`config.mk`:
```
export PLATFORM = sky130hd
export DESIGN_NAME = http_header_field_parser_flat
export DESIGN_NICKNAME = d
export VERILOG_FILES = /design/src/rtl/core/hhfp_pkg.sv /design/src/rtl/core/hhfp_if.sv /design/src/rtl/core/hhfp_core.sv /design/src/rtl/core/http_header_field_parser.sv /design/src/flat_wrapper.sv
export SDC_FILE = /design/constraint.sdc
export NUM_CORES = 1
export LEC_CHECK = 0
export ABC_AREA = 0
export BUFFER_PORTS_ARGS = -buffer_cell sky130_fd_sc_hd__buf_2
export CAP_MARGIN = 25
export CORE_ASPECT_RATIO = 1.25
export CORE_MARGIN = 1.5
export CORE_UTILIZATION = 40
export DETAILED_ROUTE_END_ITERATION = 6
export SETUP_SLACK_MARGIN = 0.1
export SLEW_MARGIN = 20
export SYNTH_ARGS = -nofsm -noshare
export SYNTH_HDL_FRONTEND = slang
export SYNTH_SLANG_ARGS = --single-unit
```
`constraint.sdc`:
```
create_clock -name clk_i -period 4.6 [get_ports clk_i]
set_clock_uncertainty 0.2 [all_clocks]
set_input_delay 0.46 -clock clk_i [delete_from_list [all_inputs] [get_ports clk_i]]
set_output_delay 0.46 -clock clk_i [all_outputs]
set_load 0.01 [all_outputs]
```
`src/rtl/core/hhfp_pkg.sv`:
```
// Shared types, codes and character helpers of the HTTP header field parser.
// No dependencies; compile first after the assertion header.
`timescale 1ns / 1ps

package hhfp_pkg;

  localparam int unsigned MAX_HDR_W = 16;
  localparam int unsigned CFG_IDX_W = 2;

  // Configuration register indexes
  localparam logic [CFG_IDX_W-1:0] REG_MAX_HEADER_BYTES = 2'd0;
  localparam logic [CFG_IDX_W-1:0] REG_POST_METHOD      = 2'd1;

  localparam logic [MAX_HDR_W-1:0] MAX_HDR_RESET = 16'd8192;

  // Error codes
  localparam logic [1:0] ERR_NONE = 2'd0;  // no error
  localparam logic [1:0] ERR_BAD  = 2'd1;  // 400 bad request
  localparam logic [1:0] ERR_BIG  = 2'd2;  // 431 header too large

  // Byte classes
  localparam logic [1:0] CLS_SYNTAX = 2'd0;
  localparam logic [1:0] CLS_NAME   = 2'd1;
  localparam logic [1:0] CLS_VALUE  = 2'd2;

  // Characters with a role in the syntax
  localparam logic [7:0] CH_COLON  = 8'h3A;
  localparam logic [7:0] CH_DASH   = 8'h2D;
  localparam logic [7:0] CH_UNDER  = 8'h5F;
  localparam logic [7:0] CH_CR     = 8'h0D;
  localparam logic [7:0] CH_LF     = 8'h0A;
  localparam logic [7:0] CH_SPACE  = 8'h20;
  localparam logic [7:0] CH_TAB    = 8'h09;
  localparam logic [7:0] CH_VTAB   = 8'h0B;
  localparam logic [7:0] CH_FFEED  = 8'h0C;

  typedef struct packed {
    logic [MAX_HDR_W-1:0] max_header_bytes;
    logic                 post_method;
  } hhfp_cfg_t;

  typedef struct packed {
    logic [7:0] data_out;
    logic [1:0] byte_class;
    logic       name_done;
    logic       field_done;
    logic       headers_done;
    logic       body_follows;
    logic [1:0] error_code;
  } hhfp_result_t;

  function automatic logic is_name_byte(input logic [7:0] c);
    logic lower, upper, digit;
    lower = (c >= 8'h61) && (c <= 8'h7A);
    upper = (c >= 8'h41) && (c <= 8'h5A);
    digit = (c >= 8'h30) && (c <= 8'h39);
    return lower || upper || digit || (c == CH_DASH) || (c == CH_UNDER);
  endfunction

  function automatic logic is_blank(input logic [7:0] c);
    return (c == CH_SPACE) || (c == CH_TAB) || (c == CH_FFEED) || (c == CH_VTAB);
  endfunction

endpackage

```
`src/rtl/core/hhfp_if.sv`:
```
// Stream interfaces of the header parser: byte input, tagged output, config writes.
// Depends on hhfp_pkg.
`timescale 1ns / 1ps

interface hhfp_in_if;
  logic       valid;
  logic       ready;
  logic [7:0] data_byte;
  logic       new_section;

  modport source (output valid, output data_byte, output new_section, input ready);
  modport sink   (input valid, input data_byte, input new_section, output ready);
endinterface

interface hhfp_out_if;
  logic       valid;
  logic       ready;
  logic [7:0] data_out;
  logic [1:0] byte_class;
  logic       name_done;
  logic       field_done;
  logic       headers_done;
  logic       body_follows;
  logic [1:0] error_code;

  modport source (output valid, output data_out, output byte_class, output name_done,
                  output field_done, output headers_done, output body_follows,
                  output error_code, input ready);
  modport sink   (input valid, input data_out, input byte_class, input name_done,
                  input field_done, input headers_done, input body_follows,
                  input error_code, output ready);
endinterface

interface hhfp_cfg_if;
  import hhfp_pkg::*;
  logic                 valid;
  logic                 ready;
  logic [CFG_IDX_W-1:0] index;
  logic [MAX_HDR_W-1:0] wdata;

  modport source (output valid, output index, output wdata, input ready);
  modport sink   (input valid, input index, input wdata, output ready);
endinterface

```
`src/rtl/core/hhfp_core.sv`:
```
// Parse state machine, byte counter, sticky error and result register.
// Depends on hhfp_pkg.
`timescale 1ns / 1ps

module hhfp_core #(
  parameter int unsigned COUNT_WIDTH = 16
) (
  input  logic                 clk_i,
  input  logic                 rst_ni,
  input  logic                 step_i,
  input  logic [7:0]           data_byte_i,
  input  logic                 new_section_i,
  input  hhfp_pkg::hhfp_cfg_t  cfg_i,
  output hhfp_pkg::hhfp_result_t res_o
);
  import hhfp_pkg::*;

  localparam int unsigned CMP_W = (COUNT_WIDTH > MAX_HDR_W) ? COUNT_WIDTH : MAX_HDR_W;

  typedef enum logic [2:0] {
    ST_LINE, ST_EMPTY_CR, ST_NAME, ST_LEAD, ST_VALUE, ST_NEED_LF, ST_DONE
  } state_e;

  state_e                 state_q, state_d, st_cur;
  logic [COUNT_WIDTH-1:0] count_q, count_d, count_cur, count_inc;
  logic [1:0]             err_q, err_d, err_cur;
  hhfp_result_t           res_q, res_d;
  logic                   bad, counted;

  always_comb begin
    st_cur    = new_section_i ? ST_LINE : state_q;
    count_cur = new_section_i ? '0 : count_q;
    err_cur   = new_section_i ? ERR_NONE : err_q;
    count_inc = count_cur + COUNT_WIDTH'(~&count_cur);

    state_d = st_cur;
    count_d = count_cur;
    err_d   = err_cur;
    bad     = 1'b0;
    counted = 1'b1;
    res_d   = '0;
    res_d.data_out = data_byte_i;

    if ((err_cur == ERR_NONE) && (st_cur != ST_DONE)) begin
      unique case (st_cur)
        ST_LINE: begin
          if (data_byte_i == CH_CR) begin
            state_d = ST_EMPTY_CR;
          end else if (data_byte_i == CH_LF) begin
            res_d.headers_done = 1'b1;
            res_d.body_follows = cfg_i.post_method;
            state_d = ST_DONE;
            counted = 1'b0;
          end else if (data_byte_i == CH_COLON) begin
            res_d.name_done = 1'b1;
            state_d = ST_LEAD;
          end else if (is_name_byte(data_byte_i)) begin
            res_d.byte_class = CLS_NAME;
            state_d = ST_NAME;
          end else begin
            bad = 1'b1;
          end
        end
        ST_EMPTY_CR: begin
          if (data_byte_i == CH_LF) begin
            res_d.headers_done = 1'b1;
            res_d.body_follows = cfg_i.post_method;
            state_d = ST_DONE;
            counted = 1'b0;
          end else begin
            bad = 1'b1;
          end
        end
        ST_NAME: begin
          if (data_byte_i == CH_COLON) begin
            res_d.name_done = 1'b1;
            state_d = ST_LEAD;
          end else if (is_name_byte(data_byte_i)) begin
            res_d.byte_class = CLS_NAME;
          end else begin
            bad = 1'b1;
          end
        end
        ST_LEAD, ST_VALUE: begin
          if (data_byte_i == CH_CR) begin
            res_d.field_done = 1'b1;
            state_d = ST_NEED_LF;
          end else if (data_byte_i == CH_LF) begin
            res_d.field_done = 1'b1;
            state_d = ST_LINE;
          end else if ((st_cur == ST_LEAD) && is_blank(data_byte_i)) begin
            res_d.byte_class = CLS_SYNTAX;
          end else begin
            res_d.byte_class = CLS_VALUE;
            state_d = ST_VALUE;
          end
        end
        ST_NEED_LF: begin
          if (data_byte_i == CH_LF) begin
            state_d = ST_LINE;
          end else begin
            bad = 1'b1;
          end
        end
        default: begin
          state_d = ST_LINE;
          bad = 1'b1;
        end
      endcase

      if (bad) begin
        err_d = ERR_BAD;
      end else if (counted) begin
        count_d = count_inc;
        if (CMP_W'(count_inc) > CMP_W'(cfg_i.max_header_bytes)) begin
          err_d = ERR_BIG;
        end
      end
      if (err_d != ERR_NONE) begin
        res_d.byte_class   = CLS_SYNTAX;
        res_d.name_done    = 1'b0;
        res_d.field_done   = 1'b0;
        res_d.headers_done = 1'b0;
        res_d.body_follows = 1'b0;
      end
    end
    res_d.error_code = err_d;
  end

  always_ff @(posedge clk_i or negedge rst_ni) begin
    if (!rst_ni) begin
      state_q <= ST_LINE;
      count_q <= '0;
      err_q   <= ERR_NONE;
    end else if (step_i) begin
      state_q <= state_d;
      count_q <= count_d;
      err_q   <= err_d;
    end
  end

  always_ff @(posedge clk_i) begin
    if (step_i) begin
      res_q <= res_d;
    end
  end

  assign res_o = res_q;

endmodule

```
`src/rtl/core/http_header_field_parser.sv`:
```
// Top level of the HTTP header field parser: handshakes, config registers, input stage.
// Depends on hhfp_pkg, hhfp_if and hhfp_core.
`timescale 1ns / 1ps
//
//   channel  | dir | payload                                   | transfer when
//   ---------+-----+-------------------------------------------+------------------
//   byte_i   | in  | data_byte, new_section                    | valid && ready
//   tag_o    | out | data_out, byte_class, *_done, body_follows,| valid && ready
//            |     | error_code                                |
//   cfg_i    | in  | index, wdata                              | valid && ready
//
// One byte per cycle sustained while tag_o takes each result. A byte passes through
// the input and result registers to tag_o; the next parse state is combinational.
// Reset clears the parse state, byte count, error and both valid flags, and
// loads the register reset values. A stall on tag_o holds the result and the
// input register; byte_i stays ready while the input register is empty.
// cfg_i is always ready; write it only while the parser is idle.

module http_header_field_parser #(
  parameter int unsigned COUNT_WIDTH = 16
) (
  input  logic       clk_i,
  input  logic       rst_ni,
  hhfp_in_if.sink    byte_i,
  hhfp_out_if.source tag_o,
  hhfp_cfg_if.sink   cfg_i
);
  import hhfp_pkg::*;

  hhfp_cfg_t    cfg_q;
  logic         in_valid_q, out_valid_q;
  logic [7:0]   byte_q;
  logic         fresh_q;
  logic         advance, step, in_xfer;
  hhfp_result_t res;

  // The result register frees up when it is empty or being taken.
  assign advance = !out_valid_q || tag_o.ready;
  assign step    = in_valid_q && advance;

  assign byte_i.ready = !in_valid_q || advance;
  assign in_xfer      = byte_i.valid && byte_i.ready;
  assign cfg_i.ready  = 1'b1;

  // Configuration registers; unknown indexes drop.
  always_ff @(posedge clk_i or negedge rst_ni) begin
    if (!rst_ni) begin
      cfg_q.max_header_bytes <= MAX_HDR_RESET;
      cfg_q.post_method      <= 1'b0;
    end else if (cfg_i.valid) begin
      if (cfg_i.index == REG_MAX_HEADER_BYTES) begin
        cfg_q.max_header_bytes <= cfg_i.wdata;
      end else if (cfg_i.index == REG_POST_METHOD) begin
        cfg_q.post_method <= cfg_i.wdata[0];
      end
    end
  end

  // Valid flags of the input and result registers.
  always_ff @(posedge clk_i or negedge rst_ni) begin
    if (!rst_ni) begin
      in_valid_q  <= 1'b0;
      out_valid_q <= 1'b0;
    end else begin
      if (byte_i.ready) begin
        in_valid_q <= byte_i.valid;
      end
      if (advance) begin
        out_valid_q <= in_valid_q;
      end
    end
  end

  // Input payload register: load on every transfer.
  always_ff @(posedge clk_i) begin
    if (in_xfer) begin
      byte_q  <= byte_i.data_byte;
      fresh_q <= byte_i.new_section;
    end
  end

  hhfp_core #(
    .COUNT_WIDTH(COUNT_WIDTH)
  ) u_core (
    .clk_i         (clk_i),
    .rst_ni        (rst_ni),
    .step_i        (step),
    .data_byte_i   (byte_q),
    .new_section_i (fresh_q),
    .cfg_i         (cfg_q),
    .res_o         (res)
  );

  assign tag_o.valid        = out_valid_q;
  assign tag_o.data_out     = res.data_out;
  assign tag_o.byte_class   = res.byte_class;
  assign tag_o.name_done    = res.name_done;
  assign tag_o.field_done   = res.field_done;
  assign tag_o.headers_done = res.headers_done;
  assign tag_o.body_follows = res.body_follows;
  assign tag_o.error_code   = res.error_code;

endmodule

```
`src/flat_wrapper.sv`:
```
// flat-port wrapper written by rule: the top's interface ports become plain ports
module http_header_field_parser_flat import hhfp_pkg::*;
#(
  parameter int unsigned COUNT_WIDTH = 16
)
  (clk_i, rst_ni, byte_i_valid, byte_i_data_byte, byte_i_new_section, byte_i_ready, tag_o_valid, tag_o_data_out, tag_o_byte_class, tag_o_name_done, tag_o_field_done, tag_o_headers_done, tag_o_body_follows, tag_o_error_code, tag_o_ready, cfg_i_valid, cfg_i_index, cfg_i_wdata, cfg_i_ready);
  hhfp_in_if byte_i_i ();
  hhfp_out_if tag_o_i ();
  hhfp_cfg_if cfg_i_i ();
  input  logic clk_i;
  input  logic rst_ni;
  input wire logic [$bits(byte_i_i.valid)-1:0] byte_i_valid;
  input wire logic [$bits(byte_i_i.data_byte)-1:0] byte_i_data_byte;
  input wire logic [$bits(byte_i_i.new_section)-1:0] byte_i_new_section;
  output wire logic [$bits(byte_i_i.ready)-1:0] byte_i_ready;
  output wire logic [$bits(tag_o_i.valid)-1:0] tag_o_valid;
  output wire logic [$bits(tag_o_i.data_out)-1:0] tag_o_data_out;
  output wire logic [$bits(tag_o_i.byte_class)-1:0] tag_o_byte_class;
  output wire logic [$bits(tag_o_i.name_done)-1:0] tag_o_name_done;
  output wire logic [$bits(tag_o_i.field_done)-1:0] tag_o_field_done;
  output wire logic [$bits(tag_o_i.headers_done)-1:0] tag_o_headers_done;
  output wire logic [$bits(tag_o_i.body_follows)-1:0] tag_o_body_follows;
  output wire logic [$bits(tag_o_i.error_code)-1:0] tag_o_error_code;
  input wire logic [$bits(tag_o_i.ready)-1:0] tag_o_ready;
  input wire logic [$bits(cfg_i_i.valid)-1:0] cfg_i_valid;
  input wire logic [$bits(cfg_i_i.index)-1:0] cfg_i_index;
  input wire logic [$bits(cfg_i_i.wdata)-1:0] cfg_i_wdata;
  output wire logic [$bits(cfg_i_i.ready)-1:0] cfg_i_ready;
  assign byte_i_i.valid = byte_i_valid;
  assign byte_i_i.data_byte = byte_i_data_byte;
  assign byte_i_i.new_section = byte_i_new_section;
  assign byte_i_ready = byte_i_i.ready;
  assign tag_o_valid = tag_o_i.valid;
  assign tag_o_data_out = tag_o_i.data_out;
  assign tag_o_byte_class = tag_o_i.byte_class;
  assign tag_o_name_done = tag_o_i.name_done;
  assign tag_o_field_done = tag_o_i.field_done;
  assign tag_o_headers_done = tag_o_i.headers_done;
  assign tag_o_body_follows = tag_o_i.body_follows;
  assign tag_o_error_code = tag_o_i.error_code;
  assign tag_o_i.ready = tag_o_ready;
  assign cfg_i_i.valid = cfg_i_valid;
  assign cfg_i_i.index = cfg_i_index;
  assign cfg_i_i.wdata = cfg_i_wdata;
  assign cfg_i_ready = cfg_i_i.ready;
  http_header_field_parser #(.COUNT_WIDTH(COUNT_WIDTH)) u_core (.clk_i(clk_i), .rst_ni(rst_ni), .byte_i(byte_i_i), .tag_o(tag_o_i), .cfg_i(cfg_i_i));
endmodule
```
; Word level (Yosys, flattened, before mapping)
; Index checks and enable logic that the tools add are counted.
; W data, S select, Z words.
[classes]
eq_ne = 16
n_bitwise = 3
addsub = 1
n_lt_le_gt_ge = 7
reduce_logical = 30
muxes = 48
[op_table]
columns = op, count
row1 = $mux W16, 4
row2 = $eq A8 B4 Y1 const B, 5
row3 = $mux W3, 12
row4 = $mux W2, 13
row5 = $eq A8 B6 Y1 const B, 3
row6 = $add A16 B1 Y16, 1
row7 = $ge A8 B7 Y1 const B, 2
row8 = $gt A16 B16 Y1, 1
row9 = $le A8 B7 Y1 const B, 2
row10 = $reduce_and A16 Y1, 1
row11 = $pmux W3 S5, 1
row12 = $mux W1, 13
row13 = $logic_or A1 B1 Y1, 9
row14 = $eq A8 B7 Y1 const B, 1
row15 = $ge A8 B6 Y1 const B, 1
row16 = $le A8 B6 Y1 const B, 1
row17 = $logic_and A1 B1 Y1, 7
row18 = $eq A3 B2 Y1 const B, 2
row19 = $eq A3 B3 Y1 const B, 2
row20 = $pmux W2 S3, 1
row21 = $reduce_or A2 Y1, 3
row22 = $logic_not A2 Y1, 2
row23 = $pmux W1 S2, 2
row24 = $pmux W1 S4, 1
row25 = other kinds (11), 15
[word_totals]
elab_cells = 121
register_bits = 65

; Logic depth before layout (Yosys ltp)
; Gate-level depths: netlist of the first run.
[logic_depth]
ltp_word = 16
mapped_depth = 18

; Cells and area by module
; From an unflattened synthesis of the first run, not the netlist that was laid out.
[hier_totals]
cells_unflattened = 382
area_unflattened_um2 = 3983.8
[modules_own_cells]
columns = mod, area_per_inst_um2, n_inst, cells_each
row1 = hhfp_core, 2954.1, 1, 326
row2 = http_header_field_parser, 1029.7, 1, 56

; Worst setup path before layout of the first run
; OpenSTA, ideal clock, no wires.
[synth_path]
kind = register to register
from = register u_core.fresh_q
to = register u_core.u_core.res_q, in the netlist u_core.u_core.res_o[5] (data pin)
t_arrival_ns = 3.534
path_slack_ns = 0.659
path_stages_with_launch = 18
required_time_ns = 4.193
cell_sequence = edfxtp_1 -> buf_2 -> nor2b_1 -> nand4_1 -> nor2_1 -> nand3_1 -> ha_1 -> and4_1 -> and3_1 -> and3_1 -> nor2_1 -> nor3_1 -> ha_1 -> nand4_1 -> or4_1 -> nand2_1 -> a31oi_1 -> a2111oi_0
[synth_via]
elab_chain_len = 11
[synth_rtl]
columns = element, line_no
row1 = "start, declared", http_header_field_parser.sv:33  ; logic fresh_q;
row2 = "start signal, assigned", http_header_field_parser.sv:78  ; fresh_q <= byte_i.new_section;
row3 = $mux W16, hhfp_core.sv:32  ; count_cur = new_section_i ? '0 : count_q;
row4 = $reduce_and A16 Y1, hhfp_core.sv:34  ; count_inc = count_cur + COUNT_WIDTH'(~&count_cur);
row5 = $logic_not A1 Y1, hhfp_core.sv:34
row6 = $add A16 B1 Y16, hhfp_core.sv:34
row7 = $gt A16 B16 Y1, hhfp_core.sv:115  ; if (CMP_W'(count_inc) > CMP_W'(cfg_i.max_header_bytes)) begin
row8 = $mux W2, hhfp_core.sv:115
row9 = $mux W2, hhfp_core.sv:113  ; end else if (counted) begin
row10 = $mux W2, hhfp_core.sv:111  ; if (bad) begin
row11 = $mux W2, hhfp_core.sv:44  ; if ((err_cur == ERR_NONE) && (st_cur != ST_DONE)) begin
row12 = $reduce_bool A2 Y1, hhfp_core.sv:119  ; if (err_d != ERR_NONE) begin
row13 = $reduce_or A2 Y1 (no source line), n/a
row14 = "end signal, assigned", hhfp_core.sv:144  ; res_q <= res_d;
row15 = "end, declared", hhfp_core.sv:27  ; hhfp_result_t res_q, res_d;
; Several ways; a longest one is shown, not always the timed one. The select of a mux whose other input is x is not followed.
; A chain may end at the register's enable or synchronous reset.

; Worst setup path in the final report of the first run
; Same ends and word-level chain as after synthesis.

==> reports/summary.txt, run 1 <==
first drt pass iteration count - 4
IO Port Bufs - 49
Critical Path, Cell by Cell - nor2b_1 > nand2_1 > nor2_1 > nand3_1 > ha_1 > and4_1 > and3_1 > and3_1 > nor2_1 > nor3_1 > ha_1 > nand4_1 > or4_1 > nand2_1 > a31oi_1 > a2111oi_1
worst vdd ir - 0.237 mV
area leader, netlist - dfrtp_1
row cnt - 40
Setup crit end kind - flip-flop
met2 Resource Use GR - 33.9%
ys flop type - dfrtp_1
slew of the pin with the lowest slew margin - 0.885 ns
final hold viol count - 0
synth-to-layout area growth - 16.9%
antenna violations before repair - 0
nets@finish - 522
FFs w/ async S/R, synth - 61.5%
syn nets - 474
most crowded layer after global routing - met2
Clock transition at path regs - 0.06 ns
Total GRT Usage - 19.2%
Mapped Cells - 423
unrepaired setup endpoints after global routing - no
reg2reg path depth - 16
Ys Warns - 0
Setup violations, final - 0
post-route ant nets - 0
initial drt markers - 155
Critical Path RT - 4.53 ns
DRC - 0
critical path type - flip-flop to flip-flop
# hold bufs at CTS - 0
area of the core - 9660 um^2
Worst Setup SP - u_core.fresh_q$_DFFE_PP_
Power Density - 444 nW/um^2
status - finished, final reports clean
total number of vias - 3361
number of synthesized register bits - 65
CP max stage cell - or4_1
vias in the first global route - 3356
CTS Root Cell - clkbuf_16
Ant. Diodes - 0
ranking of synthesized cells by area - dfrtp_1, edfxtp_1, ha_1, nand2_1, o21ai_0
clk sinks - 65
dpl cell area - 4340 um^2
global-route wire length before repair - 15800 um
ratio of cells with drive above 1 in the final layout - 18.9%
hpwl dp - 6930 um
Starting Density - 41.2%
die area - 10600 um^2
r2r startpoint - u_core.fresh_q$_DFFE_PP_
I/O pins - 51
leakage power - 1.96 nW
die span in x - 92.3 um
setup_tns - 0 ns
cell area after synthesis - 3980 um^2
crit path max fanout - 8
slew margin rel. - 41.0%
final period utilization - 90.5%
Inserted Clock Buffers - 9
crit path DAT - 4.10 ns
Avg Inst Size Synth - 9.42 um^2
capture point of the worst reg-to-reg path - u_core.u_core.res_o[5]$_SDFFCE_PP0P_
Slew Viols, Final - 0
vias per inst - 5.58
max_cap viols - 0
wire per inst - 15.7 um
met1 usage - 21.6%
Post-Route WL - 9450 um
met3 usage - 2.92%
FMAX - 240 MHz
post-route cell area - 4660 um^2
final RePlAce weighted congestion - 0.858
EDFF count, synth - 25
CP peak stage delay - 0.54 ns
Longest Clk Path Bufs - 2
worst skew pair latency - 0.34 ns
CTS H-tree lvls - 3
HP Class - input pin to asynchronous set/reset pin
largest net degree at the start of global routing - 41
Seq/Total Area, Yosys - 44.0%
TritonCTS clock tree - done
startpoint types - flip-flop
Cell variety after synth - 70
R2R Setup Slk - 0.44 ns
Yosys top cell area share - 24.5%
min cycle time layout - 4.16 ns
global route overflow - 0
die height - 115 um
what timing repair did:
action	in CTS	in global routing
endpoints found under the setup margin	0	2
buffers inserted	0	3
endpoints found under the hold margin	0	0
gates resized for setup	0	1
metrics by stage:
step                cells  setup slack, ns  hold slack, ns  power [mW]  utilization [%]
floorplan             423            0.659         -0.0356        1.23                -
global placement      583            0.421           0.272        1.38             44.9
detailed placement    583            0.309           0.275        1.39             44.9
CTS                   599            0.274          0.0777        2.08             48.0
global route          602            0.121          0.0897        2.19             48.2
finish                602            0.435          0.0471        2.07             48.2
cells in the final DEF, fill, tap and decap left out, types with 3 or more instances in the layout:
master | netlist | layout
nor2_1 | 26 | 26
clkbuf_16 | 0 | 9
nand3_1 | 16 | 16
o211ai_1 | 10 | 10
xnor2_1 | 9 | 9
nand3b_1 | 5 | 5
nor3_1 | 17 | 17
a211oi_1 | 3 | 3
and3_1 | 6 | 6
nor2b_1 | 10 | 10
a21o_1 | 3 | 3
nor4_1 | 4 | 4
buf_2 | 5 | 49
o21ai_0 | 30 | 30
o21a_1 | 3 | 3
ha_1 | 19 | 19
o31ai_1 | 4 | 4
buf_4 | 1 | 10
nand4_1 | 13 | 13
nand2_1 | 44 | 44
inv_1 | 23 | 23
nand2b_1 | 13 | 13
o22ai_1 | 4 | 4
clkinvlp_4 | 0 | 3
dfrtp_1 | 39 | 39
edfxtp_1 | 25 | 25
a21oi_1 | 14 | 14
xor2_1 | 5 | 5
or3_1 | 3 | 3
critical path, delay by kind of cell (launching register included):
family | cells | cell delay [ns]
and+or+nand+nor | 12 | 2.24
AOI/OAI and AO/OA | 2 | 0.42
DFF | 1 | 0.52
adders and majority gates | 2 | 0.56
layout make-up:
class	count	area (um^2)
Clock inverter	7	71.3
Sequential cell	65	1750
Inverter	24	90.1
Tap cell	126	158
Fill cell	922	5000
Clock buffer	9	225
Multi-Input combinational cell	312	2040
Timing Repair Buffer	59	320
flip-flops by register name, indices dropped and copies added, names as in the netlist:
register	count
u_core.u_core.res_o	16
u_core.u_core.count_q	16
u_core.byte_q	8
u_core.u_core.err_q	2
u_core.u_core.state_q	3
u_core.in_valid_q	1
u_core.cfg_q	17
u_core.fresh_q	1
u_core.tag_o.valid	1
Yosys cell counts (all sizes together), types with 5 or more instances:
library cell,number
buf,9
nand2b,14
dfrtp,39
nand3,16
a21oi,14
clkbuf,13
nor2b,10
o211ai,11
xor2,5
xnor2,9
and3,6
inv,23
edfxtp,25
o21ai,33
nand3b,5
nor2,26
nor4,5
nand2,44
nand4,13
ha,19
nor3,17
kinds of logic (layout without fill, tap and decap cells):
group	Yosys count	in the layout	share of synthesized area (%)
muxes	4	4	1.07
AOI/OAI and AO/OA	98	98	16.8
buffers and inverters	46	99	4.96
DFF	65	65	44.0
adders and majority gates	19	19	5.97
other	1	1	0.0941
and+or+nand+nor	176	176	24.1
xor gates and xnor gates	14	14	3.08
worst max-delay path by stage:
stage / endpoint / slack [ns] / cells past startpoint
floorplan: u_core.u_core.res_o[5]$_SDFFCE_PP0P_ / 0.66 / 17
global placement: u_core.u_core.res_o[5]$_SDFFCE_PP0P_ / 0.42 / 16
detailed placement: u_core.u_core.res_o[5]$_SDFFCE_PP0P_ / 0.31 / 16
CTS: u_core.u_core.res_o[5]$_SDFFCE_PP0P_ / 0.27 / 16
global route: u_core.u_core.res_o[5]$_SDFFCE_PP0P_ / 0.12 / 16
finish: u_core.u_core.res_o[5]$_SDFFCE_PP0P_ / 0.44 / 16
routing by layer:
| metal | wire (um) | up-vias |
|---|---|---|
| li1 | - | 1647 |
| met1 | 3950 | 1605 |
| met4 | 347 | 0 |
| met3 | 346 | 24 |
| met2 | 4810 | 85 |
| met5 | 0 | - |
power by group:
group / switching, mW / total (mW) / internal (mW)
sequential: 0.121 / 0.826 / 0.705
clock: 0.261 / 0.679 / 0.418
combinational: 0.338 / 0.563 / 0.225
Power figures use the tool's default switching activity.
==> run 2, diff against run 1 <==
==> constraint.sdc (replaced) <==
create_clock -name clk_i -period 3.4 [get_ports clk_i]
set_clock_uncertainty 0.2 [all_clocks]
set_input_delay 0.34 -clock clk_i [delete_from_list [all_inputs] [get_ports clk_i]]
set_output_delay 0.34 -clock clk_i [all_outputs]
set_load 0.01 [all_outputs]
==> run 2 against run 1 <==
Utilization grew 6.3 points; highest routed layer unchanged; clock power grew 25%; cell count grew 9.8%; the run now ends with setup timing left; total power grew 41%; sequential cell count is the same; worst hold slack lost 0.040 ns; sequential share of layout area shrank 4.3 points; count of clock-buffer cells in the layout is the same; design area grew 13%; critical path depth grew 3; die area is the same.
==> reports/summary.txt, run 2 (same netlist as run 1, synthesis figures left out) <==
nets@finish - 581 (+11%)
R2R Setup Slk - -0.36 ns (-0.79 ns)
initial drt markers - 188 (+21%)
final RePlAce weighted congestion - 0.881 (+2.6%)
number of flip-flops in the largest register - 17 (unchanged)
FMAX - 266 MHz (+11%)
CP peak stage delay - 0.39 ns (-0.15 ns)
die span in x - 92.3 um (unchanged)
max_cap viols - 0 (unchanged)
final period utilization - 111% (+20 points)
global-route wire length before repair - 17500 um (+10%)
Starting Density - 41.2% (unchanged)
vias per inst - 5.49 (-1.6%)
leakage power - 2.25 nW (+15%)
total number of vias - 3631 (+8.0%)
Place WS - -0.418 ns (-0.727 ns)
CTS H-tree lvls - 3 (unchanged)
Critical Path, Cell by Cell - buf_6 > nor2b_4 > nand4_1 > nor2_2 > nand3_2 > ha_4 > nand3_2 > nor4_2 > buf_4 > nand2_1 > xor2_1 > nor2_1 > ha_1 > nand4_1 > buf_4 > a2111o_1 > a31oi_4 > buf_4 > nor4_2
row cnt - 40 (unchanged)
Clock transition at path regs - 0.06 ns (about the same)
area of the multi-input gates - 2180 um^2 (+6.7%)
slew of the pin with the lowest slew margin - 0.754 ns (-0.131 ns)
Longest Clk Path Bufs - 2 (unchanged)
post-route ant nets - 0 (unchanged)
global route overflow - 0 (unchanged)
crit path max fanout - 5 (-3)
unrepaired setup endpoints after global routing - yes
die height - 115 um (unchanged)
hpwl dp - 7490 um (+8.0%)
Slew Viols, Final - 0 (unchanged)
Ant. Diodes - 0 (unchanged)
die area - 10600 um^2 (unchanged)
Setup violations, final - 6 (+6)
TritonCTS clock tree - done
wire per inst - 15.9 um (+1.5%)
Setup crit end kind - flip-flop
# placed instances - 622 (+6.7%)
largest net degree at the start of global routing - 41 (unchanged)
HP Class - input pin to flip-flop
status - complete, but fails checks
Post-Route WL - 10500 um (+11%)
failing checks - setup timing
Total GRT Usage - 21.4% (+2.2 points)
CP max stage cell - edfxtp_1
slew margin rel. - 49.5% (+8.5 points)
register area - 1750 um^2 (unchanged)
critical path type - flip-flop to flip-flop
worst skew pair latency - 0.33 ns (about the same)
Finished Layout Cells - 661 (+9.8%)
final hold viol count - 0 (unchanged)
ratio of cells with drive above 1 in the final layout - 30.1% (+11 points)
min cycle time layout - 3.76 ns (-0.407 ns)
Power Density - 553 nW/um^2 (+25%)
first drt pass iteration count - 4 (unchanged)
clk sinks - 65 (unchanged)
register bank with the most flops - u_core.cfg_q
final core utilization - 54.5% (+6.3 points)
area of the core - 9660 um^2 (unchanged)
CTS Root Cell - clkbuf_16
total power draw - 2.91 mW (+41%)
DRC - 0 (unchanged)
IO Port Bufs - 49 (unchanged)
synth-to-layout area growth - 32.2%
startpoint types - flip-flop
most frequent cells in the layout - buf_4, buf_2, nand2_1
Inserted Clock Buffers - 9 (unchanged)
final setup slack of the worst path - -0.358 ns (-0.793 ns)
vias in the first global route - 3599 (+7.2%)
filler cell count - 883 (-4.2%)
crit path DAT - 3.63 ns (-0.47 ns)
I/O pins - 51 (unchanged)
commonest non-fill, non-tap cell in the layout - buf_4
worst vdd ir - 0.284 mV (+20%)
antenna violations before repair - 0 (unchanged)
Critical Path RT - 3.27 ns (-1.26 ns)
cell mode on critical path - buf_4
## run 2: critical path: cells and delay by family, from the launching register on
| kind | cells | cell delay, ns |
|---|---|---|
| simple gates | 10 | 0.95 |
| compound gates | 2 | 0.68 |
| buf+inv | 4 | 0.61 |
| fa+ha+maj | 2 | 0.50 |
| flops | 1 | 0.39 |
| xor+xnor | 1 | 0.16 |
## run 2: final cells by class
type / count / area share (%)
Multi-Input combinational cell: 312 / 41.3
Inverter: 24 / 1.71
Timing Repair Buffer: 118 / 15.5
Clock buffer: 9 / 4.28
Tap cell: 126 / 2.99
Clock inverter: 7 / 0.903
Sequential cell: 65 / 33.3
## run 2: worst paths after layout
kind / cells after the start / start / to
max in group asynchronous: 3 / rst_ni / u_core.u_core.err_q[1]$_DFFE_PN0P_
hold reg to reg: 1 / u_core.in_valid_q$_DFFE_PN0N_ / u_core.tag_o.valid$_DFFE_PN0P_
min in group asynchronous: 2 / rst_ni / u_core.cfg_q[9]$_DFFE_PN0P_
setup / recovery: 19 / u_core.fresh_q$_DFFE_PP_ / u_core.u_core.res_o[7]$_SDFFCE_PP0P_
hold / removal: 3 / cfg_i_wdata[14] / u_core.cfg_q[15]$_DFFE_PN0P_
setup reg to reg: 19 / u_core.fresh_q$_DFFE_PP_ / u_core.u_core.res_o[7]$_SDFFCE_PP0P_
## run 2: timing repair
item,in CTS,in global routing
endpoints found under the setup margin,6,6
resized for setup,19,5
hold endpoints to repair,48,0
hold buffers,10,0
pin swaps,19,13
buffers inserted,9,3
## run 2: through the flow
| stage | hold WS, ns | area (um^2) | setup TNS (ns) |
|---|---|---|---|
| 6_report | 0.00757 | 5270 | -1.79 |
| 3_3_place_gp | 0.273 | 4660 | -1.64 |
| 5_1_grt | 0.0202 | 5270 | -2.82 |
| 2_1_floorplan | -0.156 | 4020 | -0.873 |
| 4_1_cts | 0.000159 | 5190 | -1.16 |
| 3_5_place_dp | 0.289 | 4660 | -2.35 |
## run 2: metal layers
metal | routed length [um] | up-vias | track usage [%]
met2 | 5200 | 113 | 36.3
met4 | 410 | 0 | 11.6
met3 | 540 | 28 | 5.11
met1 | 4390 | 1723 | 25.0
met5 | 0 | - | 0
li1 | - | 1767 | -
## run 2: power by group
part           total [mW]  switching [mW]  internal [mW]
Sequential           1.08           0.129          0.954
Clock               0.851           0.360          0.491
Combinational       0.980           0.548          0.432
